File: config.mk
export PLATFORM = sky130hd
export DESIGN_NAME = kagf_div
export DESIGN_NICKNAME = d
export VERILOG_FILES = /design/src/rtl/core/kagf_pkg.sv /design/src/rtl/core/kagf_div.sv
export SDC_FILE = /design/constraint.sdc
export NUM_CORES = 1
export LEC_CHECK = 0
export BUFFER_PORTS_ARGS = -buffer_cell sky130_fd_sc_hd__buf_2
export CAP_MARGIN = 10
export CORE_ASPECT_RATIO = 2
export CORE_UTILIZATION = 50
export CTS_BUF_LIST = sky130_fd_sc_hd__clkbuf_2
export DETAILED_ROUTE_END_ITERATION = 8
export PLACE_DENSITY = 0.76
export SYNTH_ARGS = -nofsm -noshare
export SYNTH_HDL_FRONTEND = slang
export SYNTH_SLANG_ARGS = --single-unit
File: constraint.sdc
create_clock -name aclk -period 2.88 [get_ports aclk]
set_clock_uncertainty 0.05 [all_clocks]
set_input_delay 0.576 -clock aclk [delete_from_list [all_inputs] [get_ports aclk]]
set_output_delay 0.576 -clock aclk [all_outputs]
set_load 0.02 [all_outputs]
File: src/rtl/core/kagf_pkg.sv
// Package with payload types, constants and saturating arithmetic helpers.
`timescale 1ns / 1ps
package kagf_pkg;
    localparam int DATA_WIDTH = 32;
    localparam int FRAC_BITS  = 16;
    localparam int CFG_WIDTH  = 31;
    localparam int IDX_WIDTH  = 2;
    localparam int PROD_WIDTH = 2 * DATA_WIDTH;
    localparam int DIV_STEPS  = DATA_WIDTH + FRAC_BITS;
    localparam int CNT_WIDTH  = $clog2(DIV_STEPS + 1);

    localparam logic [IDX_WIDTH-1:0] REG_SAMPLE_PERIOD = 2'd0;
    localparam logic [IDX_WIDTH-1:0] REG_ANGLE_NOISE   = 2'd1;
    localparam logic [IDX_WIDTH-1:0] REG_BIAS_NOISE    = 2'd2;
    localparam logic [IDX_WIDTH-1:0] REG_MEAS_NOISE    = 2'd3;

    localparam logic signed [DATA_WIDTH-1:0] ONE_FX = DATA_WIDTH'(1) <<< FRAC_BITS;
    localparam logic signed [DATA_WIDTH-1:0] MAX_FX = {1'b0, {(DATA_WIDTH-1){1'b1}}};
    localparam logic signed [DATA_WIDTH-1:0] MIN_FX = {1'b1, {(DATA_WIDTH-1){1'b0}}};
    localparam logic [CFG_WIDTH-1:0] RST_SAMPLE_PERIOD = CFG_WIDTH'(((1 << FRAC_BITS) * 2 + 50) / 100);
    localparam logic [CFG_WIDTH-1:0] RST_ANGLE_NOISE   = CFG_WIDTH'(((1 << FRAC_BITS) * 2 + 5) / 10);
    localparam logic [CFG_WIDTH-1:0] RST_BIAS_NOISE    = CFG_WIDTH'(((1 << FRAC_BITS) + 500) / 1000);
    localparam logic [CFG_WIDTH-1:0] RST_MEAS_NOISE    = CFG_WIDTH'(((1 << FRAC_BITS) * 2 + 50) / 100);

    typedef logic signed [DATA_WIDTH-1:0] fx_t;

    typedef struct packed {
        logic signed [31:0] measured_angle;
        logic signed [31:0] gyro_rate;
    } in_item_t;

    typedef struct packed {
        logic signed [31:0] fused_angle;
        logic signed [31:0] corrected_rate;
    } out_item_t;

    // Divider start, busy and done signals.
    typedef struct packed {
        logic start;
        logic busy;
        logic done;
    } div_ctl_t;

    // Saturating add or subtract.
    function automatic fx_t sat_addsub(input fx_t a, input fx_t b, input logic sub);
        logic signed [DATA_WIDTH:0] s;
        begin
            s = sub ? ({a[DATA_WIDTH-1], a} - {b[DATA_WIDTH-1], b})
                    : ({a[DATA_WIDTH-1], a} + {b[DATA_WIDTH-1], b});
            if (s[DATA_WIDTH] != s[DATA_WIDTH-1]) begin
                return s[DATA_WIDTH] ? MIN_FX : MAX_FX;
            end
            return s[DATA_WIDTH-1:0];
        end
    endfunction

    // Round a signed product to nearest, ties away from zero, then saturate.
    function automatic fx_t round_sat(input logic signed [PROD_WIDTH-1:0] p);
        logic [PROD_WIDTH-1:0] m;
        logic [PROD_WIDTH-1:0] r;
        logic neg;
        begin
            neg = p[PROD_WIDTH-1];
            m = neg ? (~p + 1'b1) : p;
            r = (m + (PROD_WIDTH'(1) << (FRAC_BITS - 1))) >> FRAC_BITS;
            if (neg) begin
                if (r > PROD_WIDTH'(MAX_FX) + 1) return MIN_FX;
                return fx_t'(~r + 1'b1);
            end
            if (r > PROD_WIDTH'(MAX_FX)) return MAX_FX;
            return fx_t'(r);
        end
    endfunction
endpackage

File: src/rtl/core/kagf_div.sv
// Restoring divider: (a << FRAC_BITS) / b, truncated toward zero, saturated; zero if b is zero.
`timescale 1ns / 1ps
module kagf_div
    import kagf_pkg::*;
(
    input  logic     aclk,
    input  logic     aresetn,
    input  logic     start,
    input  fx_t      num,
    input  fx_t      den,
    output div_ctl_t ctl,
    output fx_t      quot
);
    localparam int NW = DATA_WIDTH + FRAC_BITS;

    logic [NW-1:0]         num_reg, num_next;
    logic [NW-1:0]         q_reg, q_next;
    logic [DATA_WIDTH:0]   rem_reg, rem_next;
    logic [DATA_WIDTH-1:0] d_reg, d_next;
    logic                  neg_reg, neg_next;
    logic                  zero_reg, zero_next;
    logic [CNT_WIDTH-1:0]  cnt_reg, cnt_next;
    logic                  busy_reg, busy_next;
    logic                  done_reg, done_next;
    logic [DATA_WIDTH:0]   trial;
    logic [DATA_WIDTH-1:0] n_mag;

    // One quotient bit per cycle while busy.
    always_comb begin
        n_mag     = num[DATA_WIDTH-1] ? (~num + 1'b1) : num;
        num_next  = num_reg;
        q_next    = q_reg;
        rem_next  = rem_reg;
        d_next    = d_reg;
        neg_next  = neg_reg;
        zero_next = zero_reg;
        cnt_next  = cnt_reg;
        busy_next = busy_reg;
        done_next = 1'b0;
        trial     = {rem_reg[DATA_WIDTH-1:0], num_reg[NW-1]};
        if (start) begin
            num_next  = {n_mag, {FRAC_BITS{1'b0}}};
            d_next    = den[DATA_WIDTH-1] ? (~den + 1'b1) : den;
            neg_next  = num[DATA_WIDTH-1] ^ den[DATA_WIDTH-1];
            zero_next = (den == '0);
            q_next    = '0;
            rem_next  = '0;
            cnt_next  = CNT_WIDTH'(DIV_STEPS);
            busy_next = 1'b1;
        end else if (busy_reg) begin
            num_next = num_reg << 1;
            if (trial >= {1'b0, d_reg}) begin
                rem_next = trial - {1'b0, d_reg};
                q_next   = {q_reg[NW-2:0], 1'b1};
            end else begin
                rem_next = trial;
                q_next   = {q_reg[NW-2:0], 1'b0};
            end
            cnt_next = cnt_reg - 1'b1;
            if (cnt_reg == CNT_WIDTH'(1)) begin
                busy_next = 1'b0;
                done_next = 1'b1;
            end
        end
    end

    always_ff @(posedge aclk) begin
        if (!aresetn) begin
            busy_reg <= 1'b0;
            done_reg <= 1'b0;
            cnt_reg  <= '0;
        end else begin
            busy_reg <= busy_next;
            done_reg <= done_next;
            cnt_reg  <= cnt_next;
        end
        num_reg  <= num_next;
        q_reg    <= q_next;
        rem_reg  <= rem_next;
        d_reg    <= d_next;
        neg_reg  <= neg_next;
        zero_reg <= zero_next;
    end

    // Apply sign and saturate; a zero divisor gives zero.
    always_comb begin
        if (zero_reg) begin
            quot = '0;
        end else if (neg_reg) begin
            if (q_reg > NW'(MAX_FX) + 1) quot = MIN_FX;
            else quot = fx_t'(~q_reg + 1'b1);
        end else begin
            if (q_reg > NW'(MAX_FX)) quot = MAX_FX;
            else quot = fx_t'(q_reg);
        end
        ctl.start = start;
        ctl.busy  = busy_reg;
        ctl.done  = done_reg;
    end
endmodule

==> results.md, run 1 <==
* Status: complete, but fails checks
* Failing checks: negative setup slack
* Post-Syn Area at 10200 sq um
* Max reg flops at 48
* Total congestion overflow at 0
* Placement Setup Slack at -0.237 ns
* DRT Pass-1 Iters at 5
* Maxcap violations at 0
* Die area at 21000 sq um
* Die H at ~200 um
* Hold Path End: d_reg[14]
* Chip width at about 100 um
* Leakage at 5.64 nW
* IO Pins at between 100 and 150
* Syn avg cell area at 8.39 sq um
* Worst flop-to-flop path startpoint: d_reg[12]
* Worst Max-Slew Pin Slew at 0.791 ns
* Syn. warnings at 0
* Synth Register Bits at around 150
* Worst Path Required at 2.25 ns
* Largest net degree at the start of global routing at 121
* Fin crit period at roughly 4.1 ns
* Post-route non-filler standard cell count at 1739
* Reg clk slew, reported paths at 0.25 ns
* Setup ws final at -1.17 ns
* Peak supply drop at 0.000521 V
* Rel. slew slack at 47.2%
* Worst min path class: in2reg
* Number of global-route vias before repair at 10.0k
* Clock Sink Count at 154
* FMAX at 247 MHz
* H-Tree Depth at 4
* Final hold slack at 0.0633 ns
* Min-Delay Path Depth at 2
* CTS tree: yes
* Vias per cell at between 5 and 6
* Clock buffer depth at 2
* Initial Utilization at 51.3%
* IO Port Bufs at 101
* Post-Route WL at 31600 um
* Netlist cell types at 78
* Final Max Slew Viols at 0
* DRT iter0 DRCs at 550
* Main flop type after synthesis: dfxtp_1
* Max FO, Critical Path at 3
* First-pass GRT wire length at 47300 um
* FILL cells at 1478
* Cell row count at 73
* Worst setup EP type: output pin
* R2R depth at 14
* PnR Total Power at 6.40 mW
* Endpoints failing hold at 0
* Gpl congestion at just over 1
* Ratio of cells with drive above 1 in the final layout at between 30% and 40%
* Ys async rst share at 0%
* Clock latency on the worst-skew pair at 0.84 ns
* R2r endpoint: rem_reg[10]
* Residual DRC count at 0
* Worst reg-to-reg setup slack at -0.02 ns
* Hold_sp: den[14]
* Critical path origin: q_reg[0]
* Via Count at 10.2k
* Final core utilization at 70.1%
* Final ANT Viol Nets at 0
* WL per Instance at around 18 um
* Power density over the cells at 458 nW/um^2
* Fin nets at about 1.6k
* Syn Nets at 1321
* Worst EP arrival at between 3 and 4 ns
* Hpwl dp at around 21000 um
* CTS buffer count at 17
* Core ar. at roughly 20000 sq um
* Clock Root Buffer: clkbuf_2
* Post-route clock period utilization at 141%
* Cell count after synthesis at 1216
* Cells after DPL at ~1.7k
* Setup violators final at 34
* GRT Util Overall at between 20 and 30%
* Area Growth Syn to Fin at 36.8%
* RSZ-0062 raised after global routing: yes
* Nature of the critical path startpoint: flip-flop
* Initial antenna violation count at 1
* CP Class: reg2out
* Seq/Total Area, Yosys at 36.7%
* Number of synthesized flops with an enable pin at 66
## synthesized netlist by cell type (all sizes together) (12+ instances only)
| cell | number | area [sq um] |
|---|---|---|
| a211oi | 13 | 103 |
| a21oi | 102 | 518 |
| a311oi | 40 | 357 |
| a31oi | 14 | 93.8 |
| buf | 27 | 148 |
| clkbuf | 50 | 191 |
| dfxtp | 88 | 1760 |
| edfxtp | 66 | 1980 |
| ha | 37 | 463 |
| inv | 61 | 229 |
| mux2i | 49 | 490 |
| nand2 | 112 | 420 |
| nand3 | 21 | 115 |
| nand4 | 13 | 81.3 |
| nor2 | 186 | 717 |
| nor3 | 31 | 155 |
| nor4 | 15 | 100 |
| o21ai | 37 | 185 |
| o22ai | 12 | 75.1 |
| o31ai | 18 | 140 |
| or3 | 17 | 121 |
| xnor2 | 54 | 473 |
| xor2 | 34 | 298 |
## critical path: stages, from the launching register on
cell and delay (ns):
dfxtp_2 0.38, inv_2 0.08, ha_4 0.14, nor3b_4 0.25
buf_4 0.17, nand4_1 0.17, or3_4 0.37, or3_4 0.38
nor3_4 0.14, a21oi_1 0.10, o22ai_1 0.20, nor2_1 0.06
buf_4 0.15
## metal layers
layer | GRT usage, % | vias to the layer above | wire length, um
li1 | - | 4879 | -
met1 | 28.5 | 4886 | 11100
met2 | 55.0 | 342 | 17500
met3 | 5.88 | 114 | 1450
met4 | 16.1 | 0 | 1560
met5 | 0 | - | 0
## cells in the final DEF (no fill, tap or decap), types with 8 or more instances in the layout
master | netlist | layout
xor2_1 | 34 | 34
a21oi_1 | 100 | 94
buf_6 | 1 | 38
nand2_1 | 112 | 108
clkbuf_2 | 3 | 17
nor3_1 | 31 | 25
a311oi_1 | 39 | 18
a21o_1 | 9 | 8
mux2i_1 | 49 | 49
a211oi_1 | 12 | 9
or3_1 | 14 | 9
ha_4 | 0 | 12
o31ai_1 | 17 | 15
buf_4 | 6 | 166
buf_2 | 13 | 68
nor4_1 | 14 | 11
nor2_4 | 0 | 13
o21ai_0 | 29 | 27
inv_1 | 61 | 54
dlygate4sd3_1 | 0 | 22
xnor2_1 | 54 | 53
o22ai_1 | 12 | 9
ha_1 | 37 | 23
nand3_1 | 19 | 18
nand4_1 | 13 | 13
a31oi_1 | 13 | 10
nor2_1 | 184 | 170
edfxtp_1 | 66 | 66
a311oi_4 | 0 | 17
nand2b_1 | 10 | 9
dfxtp_1 | 88 | 80
or3_4 | 3 | 8
## repair_timing
action	CTS	global route
setup endpoints to repair	56	62
buffers inserted	8	19
cloned	1	3
pin swaps	13	51
hold endpoints to repair	32	0
resized for setup	90	118
hold buffers	22	0
## cells by family (layout without fill, tap and decap cells)
logic type / after synthesis / count (layout) / share of synthesized area, %
other cells: 0 / 1 / 0
xor+xnor: 88 / 88 / 7.55
fa+ha+maj: 38 / 38 / 4.73
compound gates: 292 / 293 / 19.1
simple gates: 454 / 454 / 21.2
flops: 154 / 154 / 36.7
buf+inv: 138 / 397 / 5.57
mux: 52 / 52 / 5.14
## metrics by stage
stage	cell area [sq um]	TNS, ns
after CTS	13200	-34.82
final	14000	-34.78
after detailed placement	12300	-5.87
after global routing	14000	-41.03
after floorplan	10600	-3.51
after global placement	12300	-3.72
## final cells by class
type / instances / area (sq um) / area share, %
multi-input cells: 925 / 6920 / 49.5
clock buffers: 17 / 85.1 / 0.609
repair buffers: 304 / 2450 / 17.5
flip-flops and latches: 154 / 3760 / 26.9
inverters: 61 / 229 / 1.64
clock inverters: 15 / 196 / 1.41
diodes: 1 / 2.50 / 0.0179
well taps: 262 / 328 / 2.35
## power by group
group,total [mW],internal [mW],switching [mW]
clock,1.39,0.462,0.931
sequential,2.55,2.46,0.0915
combinational,2.46,1.12,1.33
## worst max path at each step
stage | to | slack [ns] | depth (start not counted)
6_report | quot[16] | -1.17 | 12
4_1_cts | quot[9] | -1.13 | 12
2_1_floorplan | quot[15] | -0.15 | 12
3_5_place_dp | quot[15] | -0.24 | 12
3_3_place_gp | quot[15] | -0.19 | 12
5_1_grt | quot[16] | -1.36 | 12
No activity file was read; power rests on OpenSTA's default activity.
==> run 2: changes to the inputs <==
--- a/config.mk
+++ b/config.mk
@@ -8,10 +8,10 @@
 export BUFFER_PORTS_ARGS = -buffer_cell sky130_fd_sc_hd__buf_2
 export CAP_MARGIN = 10
 export CORE_ASPECT_RATIO = 2
-export CORE_UTILIZATION = 50
+export CORE_UTILIZATION = 56
 export CTS_BUF_LIST = sky130_fd_sc_hd__clkbuf_2
 export DETAILED_ROUTE_END_ITERATION = 8
-export PLACE_DENSITY = 0.76
+export PLACE_DENSITY = 0.83
 export SYNTH_ARGS = -nofsm -noshare
 export SYNTH_HDL_FRONTEND = slang
 export SYNTH_SLANG_ARGS = --single-unit
==> constraint.sdc (replaced) <==
create_clock -name aclk -period 3.3 [get_ports aclk]
set_clock_uncertainty 0.05 [all_clocks]
set_input_delay 0.66 -clock aclk [delete_from_list [all_inputs] [get_ports aclk]]
set_output_delay 0.66 -clock aclk [all_outputs]
set_load 0.02 [all_outputs]
==> run 2 against run 1 <==
Effect of this change:
- the run still ends with negative setup slack left
- non-clock buffer count decreased by 132
- via count decreased by 4.5%
- sequential share of layout area increased by 4.4 points
- core utilization decreased by 2.6 points
==> results.md, run 2 (synthesis gave the netlist of run 1 again) <==
* Final ANT Viol Nets at 0
* Post-route clock period utilization at 122%
* Nature of the critical path startpoint: flip-flop
* Post-route non-filler standard cell count at 1560
* Ratio of cells with drive above 1 in the final layout at 21.8%
* DRT Pass-1 Iters at 5
* Max reg flops at 48
* DRT iter0 DRCs at 500
* Area Growth Syn to Fin at 17.6%
* Placement Setup Slack at 0.0723 ns
* FMAX at between 200 and 250 MHz
* Core ar. at 17800 sq um
* FILL cells at about 1.4k
* RSZ-0062 raised after global routing: yes
* Gpl congestion at about 0.9
* Failing checks: negative setup slack
* CTS Hold Bufs at 0
* First-pass GRT wire length at 46000 um
* H-Tree Depth at 4
* Most frequent cells in the layout: 169 x nor2_1, 111 x nand2_1, 98 x a21oi_1
* Clock Sink Count at 154
* CP Class: reg2out
* Reg clk slew, reported paths at approximately 0.27 ns
* Worst setup EP type: output pin
* Vias per cell at 6.26
* Chip width at 97.5 um
* Number of global-route vias before repair at roughly 10k
* Maxcap violations at 0
* Commonest non-fill, non-tap cell in the layout: nor2_1
* Cell row count at 69
* Initial Utilization at between 50% and 60%
* Initial antenna violation count at 5
* WL per Instance at 18.8 um
* GRT Util Overall at between 30 and 40%
* Clock buffer depth at 2
* Fin nets at about 1.4k
* Total congestion overflow at 0
* Cells after DPL at 1503
* Fin crit period at 4.03 ns
* Post-route cell area at ~12000 sq um
* Worst min path class: in2reg
* Final Max Slew Viols at 0
* Power density over the cells at 424 nW/um^2
* Die area at 18800 sq um
* Residual DRC count at 0
* IO Port Bufs at 101
* Peak supply drop at 0.000348 V
* Endpoints failing hold at 0
* Setup ws final at -0.731 ns
* CTS tree: yes
* IO Pins at slightly above 100
* PnR Total Power at 5.09 mW
* Die H at 193 um
* Setup violators final at 32
* Clock Root Buffer: clkbuf_2
* Largest net degree at the start of global routing at 132
* Post-Route WL at 29300 um
* Worst reg-to-reg setup slack at roughly 0.20 ns
* Worst Path Required at 2.59 ns
* Leakage at 4.83 nW
* Hpwl dp at 19600 um
* Status: complete, but fails checks
* Worst Max-Slew Pin Slew at 0.733 ns
* Final hold slack at roughly 0.065 ns
* Worst EP arrival at 3.32 ns
* CTS buffer count at 17
* Clock latency on the worst-skew pair at 0.79 ns
* Area post-placement at 11100 sq um
* Rel. slew slack at 51.2%
* Max FO, Critical Path at 7
* Via Count at 9764
run 2: cell count changes in the layout (fill, tap and decap cells not counted), moves of 11 or more:
cell           previous run  this run
dlygate4sd3_1            22         0
buf_6                    38        23
a311oi_4                 17         0
a311oi_1                 18        29
buf_4                   166        70
ha_4                     12         1
ha_1                     23        36
run 2: worst max-delay path, stage by stage (launching register included):
cell and delay [ns]:
dfxtp_1 0.47, nor2_2 0.23, nand2_1 0.15, or4_4 0.55
o21ai_2 0.21, nand2b_1 0.09, a21o_4 0.26, buf_8 0.16
a311oi_2 0.22, buf_4 0.19
run 2: worst paths after layout:
path	start	to	depth (start not counted)
min	aresetn	busy_reg	2
min reg2reg	cnt_reg[1]	cnt_reg[1]	2
max reg2reg	d_reg[2]	rem_reg[28]	10
max	q_reg[23]	quot[27]	9
run 2: cell type report:
| type | count | area (sq um) | area share [%] |
|---|---|---|---|
| Multi-Input combinational cell | 924 | 6210 | 51.8 |
| Sequential cell | 154 | 3750 | 31.3 |
| Timing Repair Buffer | 172 | 1250 | 10.4 |
| Tap cell | 213 | 267 | 2.22 |
| Inverter | 61 | 229 | 1.91 |
| Clock inverter | 15 | 191 | 1.60 |
| Clock buffer | 17 | 85.1 | 0.709 |
| Antenna cell | 4 | 10.0 | 0.0834 |
run 2: metrics by stage:
| stage | utilization, % | setup TNS (ns) |
|---|---|---|
| 2_1_floorplan | - | -0.176 |
| 3_3_place_gp | 62.2 | 0 |
| 3_5_place_dp | 62.2 | 0 |
| 4_1_cts | 66.1 | -18.68 |
| 5_1_grt | 67.5 | -21.72 |
| 6_report | 67.5 | -20.52 |
run 2: per-layer routing:
| layer | GRT usage, % | vias up | share of wire, % |
|---|---|---|---|
| met2 | 57.2 | 379 | 54 |
| met3 | 5.41 | 151 | 4.8 |
| met5 | 0 | - | 0.034 |
| met4 | 25.6 | 2 | 7.5 |
| met1 | 28.1 | 4605 | 34 |
| li1 | - | 4627 | - |
run 2: power by group:
group	internal [mW]	switching, mW
clock network	0.441	0.781
registers	2.15	0.0744
logic	0.679	0.973
total	3.26	1.83
run 2: timing repair:
action	CTS	global route
setup buffers	12	8
setup endpoints to repair	32	42
endpoints found under the hold margin	0	0
cloned	2	0
pin swaps	6	19
resized for setup	79	56
==> run 3: changes to the inputs <==
--- a/config.mk
+++ b/config.mk
@@ -11,7 +11,7 @@
 export CORE_UTILIZATION = 56
 export CTS_BUF_LIST = sky130_fd_sc_hd__clkbuf_2
 export DETAILED_ROUTE_END_ITERATION = 8
-export PLACE_DENSITY = 0.83
+export PLACE_DENSITY = 0.82
 export SYNTH_ARGS = -nofsm -noshare
 export SYNTH_HDL_FRONTEND = slang
 export SYNTH_SLANG_ARGS = --single-unit
==> run 3 against run 2 <==
Effect of this change:
- the run still ends with negative setup slack left
- hold slack improved by 0.017 ns
- global-route usage down 1.2 points
- via count up 0.57%
- clock-buffer cell count stayed put
==> results.md, run 3 (synthesis gave the netlist of run 1 again) <==
* Endpoints failing hold at 0
* Placement Setup Slack at between 0.04 and 0.05 ns
* Initial Utilization at a little under three fifths
* Total congestion overflow at 0
* Worst min path class: in2reg
* FMAX at 246 MHz
* Rel. slew slack at 51.5%
* WL per Instance at 18.3 um
* Gpl congestion at 0.944
* Peak supply drop at 0.000396 V
* IO Port Bufs at 101
* Multi-input gate area at 6180 sq um
* Ratio of cells with drive above 1 in the final layout at 22.0%
* Setup ws final at -0.773 ns
* CTS buffer count at 17
* Reg clk slew, reported paths at roughly 0.25 ns
* Maxcap violations at 0
* Worst EP arrival at about 3.4 ns
* DRT iter0 DRCs at 476
* Setup tns final at -21.73 ns
* H-Tree Depth at 4
* Cell row count at about 70
* Number of global-route vias before repair at 9424
* Final ANT Viol Nets at 0
* Clock buffer depth at 2
* Worst Path Required at 2.59 ns
* RSZ-0062 raised after global routing: yes
* Post-route non-filler standard cell count at about 1.6k
* Residual DRC count at 0
* Fin crit period at 4.07 ns
* FILL cells at 1395
* Max reg flops at 48
* Worst Max-Slew Pin Slew at 0.727 ns
* CP Class: reg2out
* Nature of the critical path startpoint: flip-flop
* Clock Root Buffer: clkbuf_2
* Final Max Slew Viols at 0
* Worst setup EP type: output pin
* Largest net degree at the start of global routing at 168
* Max FO, Critical Path at 5
* Via Count at 9820
* Die area at 18800 sq um
* Die H at a little under 200 um
* First-pass GRT wire length at approximately 44000 um
* Clock latency on the worst-skew pair at 0.77 ns
* Initial antenna violation count at 4
* Area Growth Syn to Fin at 17.4%
* Reg area at 3760 sq um
* Cells after DPL at 1501
* DRT Pass-1 Iters at 7
* Post-Route WL at 28700 um
* Power density over the cells at 425 nW/um^2
* Post-route clock period utilization at 123%
* Leakage at 4.88 nW
* CTS tree: yes
* Fin nets at 1441
* Failing checks: negative setup slack
* IO Pins at 102
* GRT Util Overall at 29.3%
* Most frequent cells in the layout: 173 x nor2_1, 111 x nand2_1, 98 x a21oi_1
* Setup violators final at 32
* Chip width at 97.5 um
* Hpwl dp at 19300 um
* Clock Sink Count at 154
* Core ar. at 17800 sq um
* Commonest non-fill, non-tap cell in the layout: nor2_1
* Vias per cell at about 6.3
* Status: complete, but fails checks
[run 3: per-layer routing]
layer | routed length [um] | vias to the layer above | global-route usage [%] | share of wire [%]
met2 | 15500 | 411 | 56.1 | 54
met1 | 9770 | 4625 | 27.8 | 34
met4 | 2050 | 0 | 20.1 | 7.1
met3 | 1340 | 152 | 5.52 | 4.7
met5 | 0 | - | 0 | 0
li1 | - | 4632 | - | -
[run 3: final timing paths]
| check | slack [ns] | cells past startpoint | start | to |
|---|---|---|---|---|
| max reg2reg | 0.22 | 11 | d_reg[13] | rem_reg[7] |
| max | -0.77 | 10 | q_reg[11] | quot[15] |
| min | 0.08 | 2 | aresetn | cnt_reg[4] |
| min reg2reg | 0.44 | 2 | rem_reg[6] | rem_reg[7] |
[run 3: cell type report]
cell class                 count  area share (%)
sequential                   154            31.4
clock inverter                15            1.56
tap                          213            2.22
clock buffer                  17           0.710
multi-input combinational    925            51.6
timing repair buffer         177            10.6
inverter                      61            1.93
antenna                        4          0.0835
[run 3: critical path: stages, from the launching register on]
cell      delay [ns]
dfxtp_2         0.40
nor4_4          0.29
and4b_2         0.31
nand3_2         0.10
or3_4           0.35
o21ai_2         0.14
nand2b_1        0.15
a21o_4          0.29
buf_8           0.14
a311oi_2        0.22
buf_4           0.20
[run 3: timing repair]
item / CTS / global route
setup endpoints to repair: 32 / 33
endpoints found under the hold margin: 0 / 0
setup buffers: 18 / 9
hold buffers: 0 / 0
cloned: 0 / 2
gates resized for setup: 75 / 39
pin swaps: 10 / 9
[run 3: where the power goes]
part,switching [mW],internal [mW]
Combinational,0.974,0.687
Sequential,0.0765,2.15
Clock,0.766,0.440
[run 3: per-stage QoR]
stage               utilization [%]  hold WS (ns)  cell area [sq um]  power, mW
finish                         67.4        0.0818              12000       5.09
CTS                            65.9        0.0550              11700       4.99
global route                   67.4      -0.00595              12000       5.33
floorplan                         -         0.411              10200       3.31
detailed placement             62.1         0.441              11000       3.72
global placement               62.1         0.427              11000       3.69
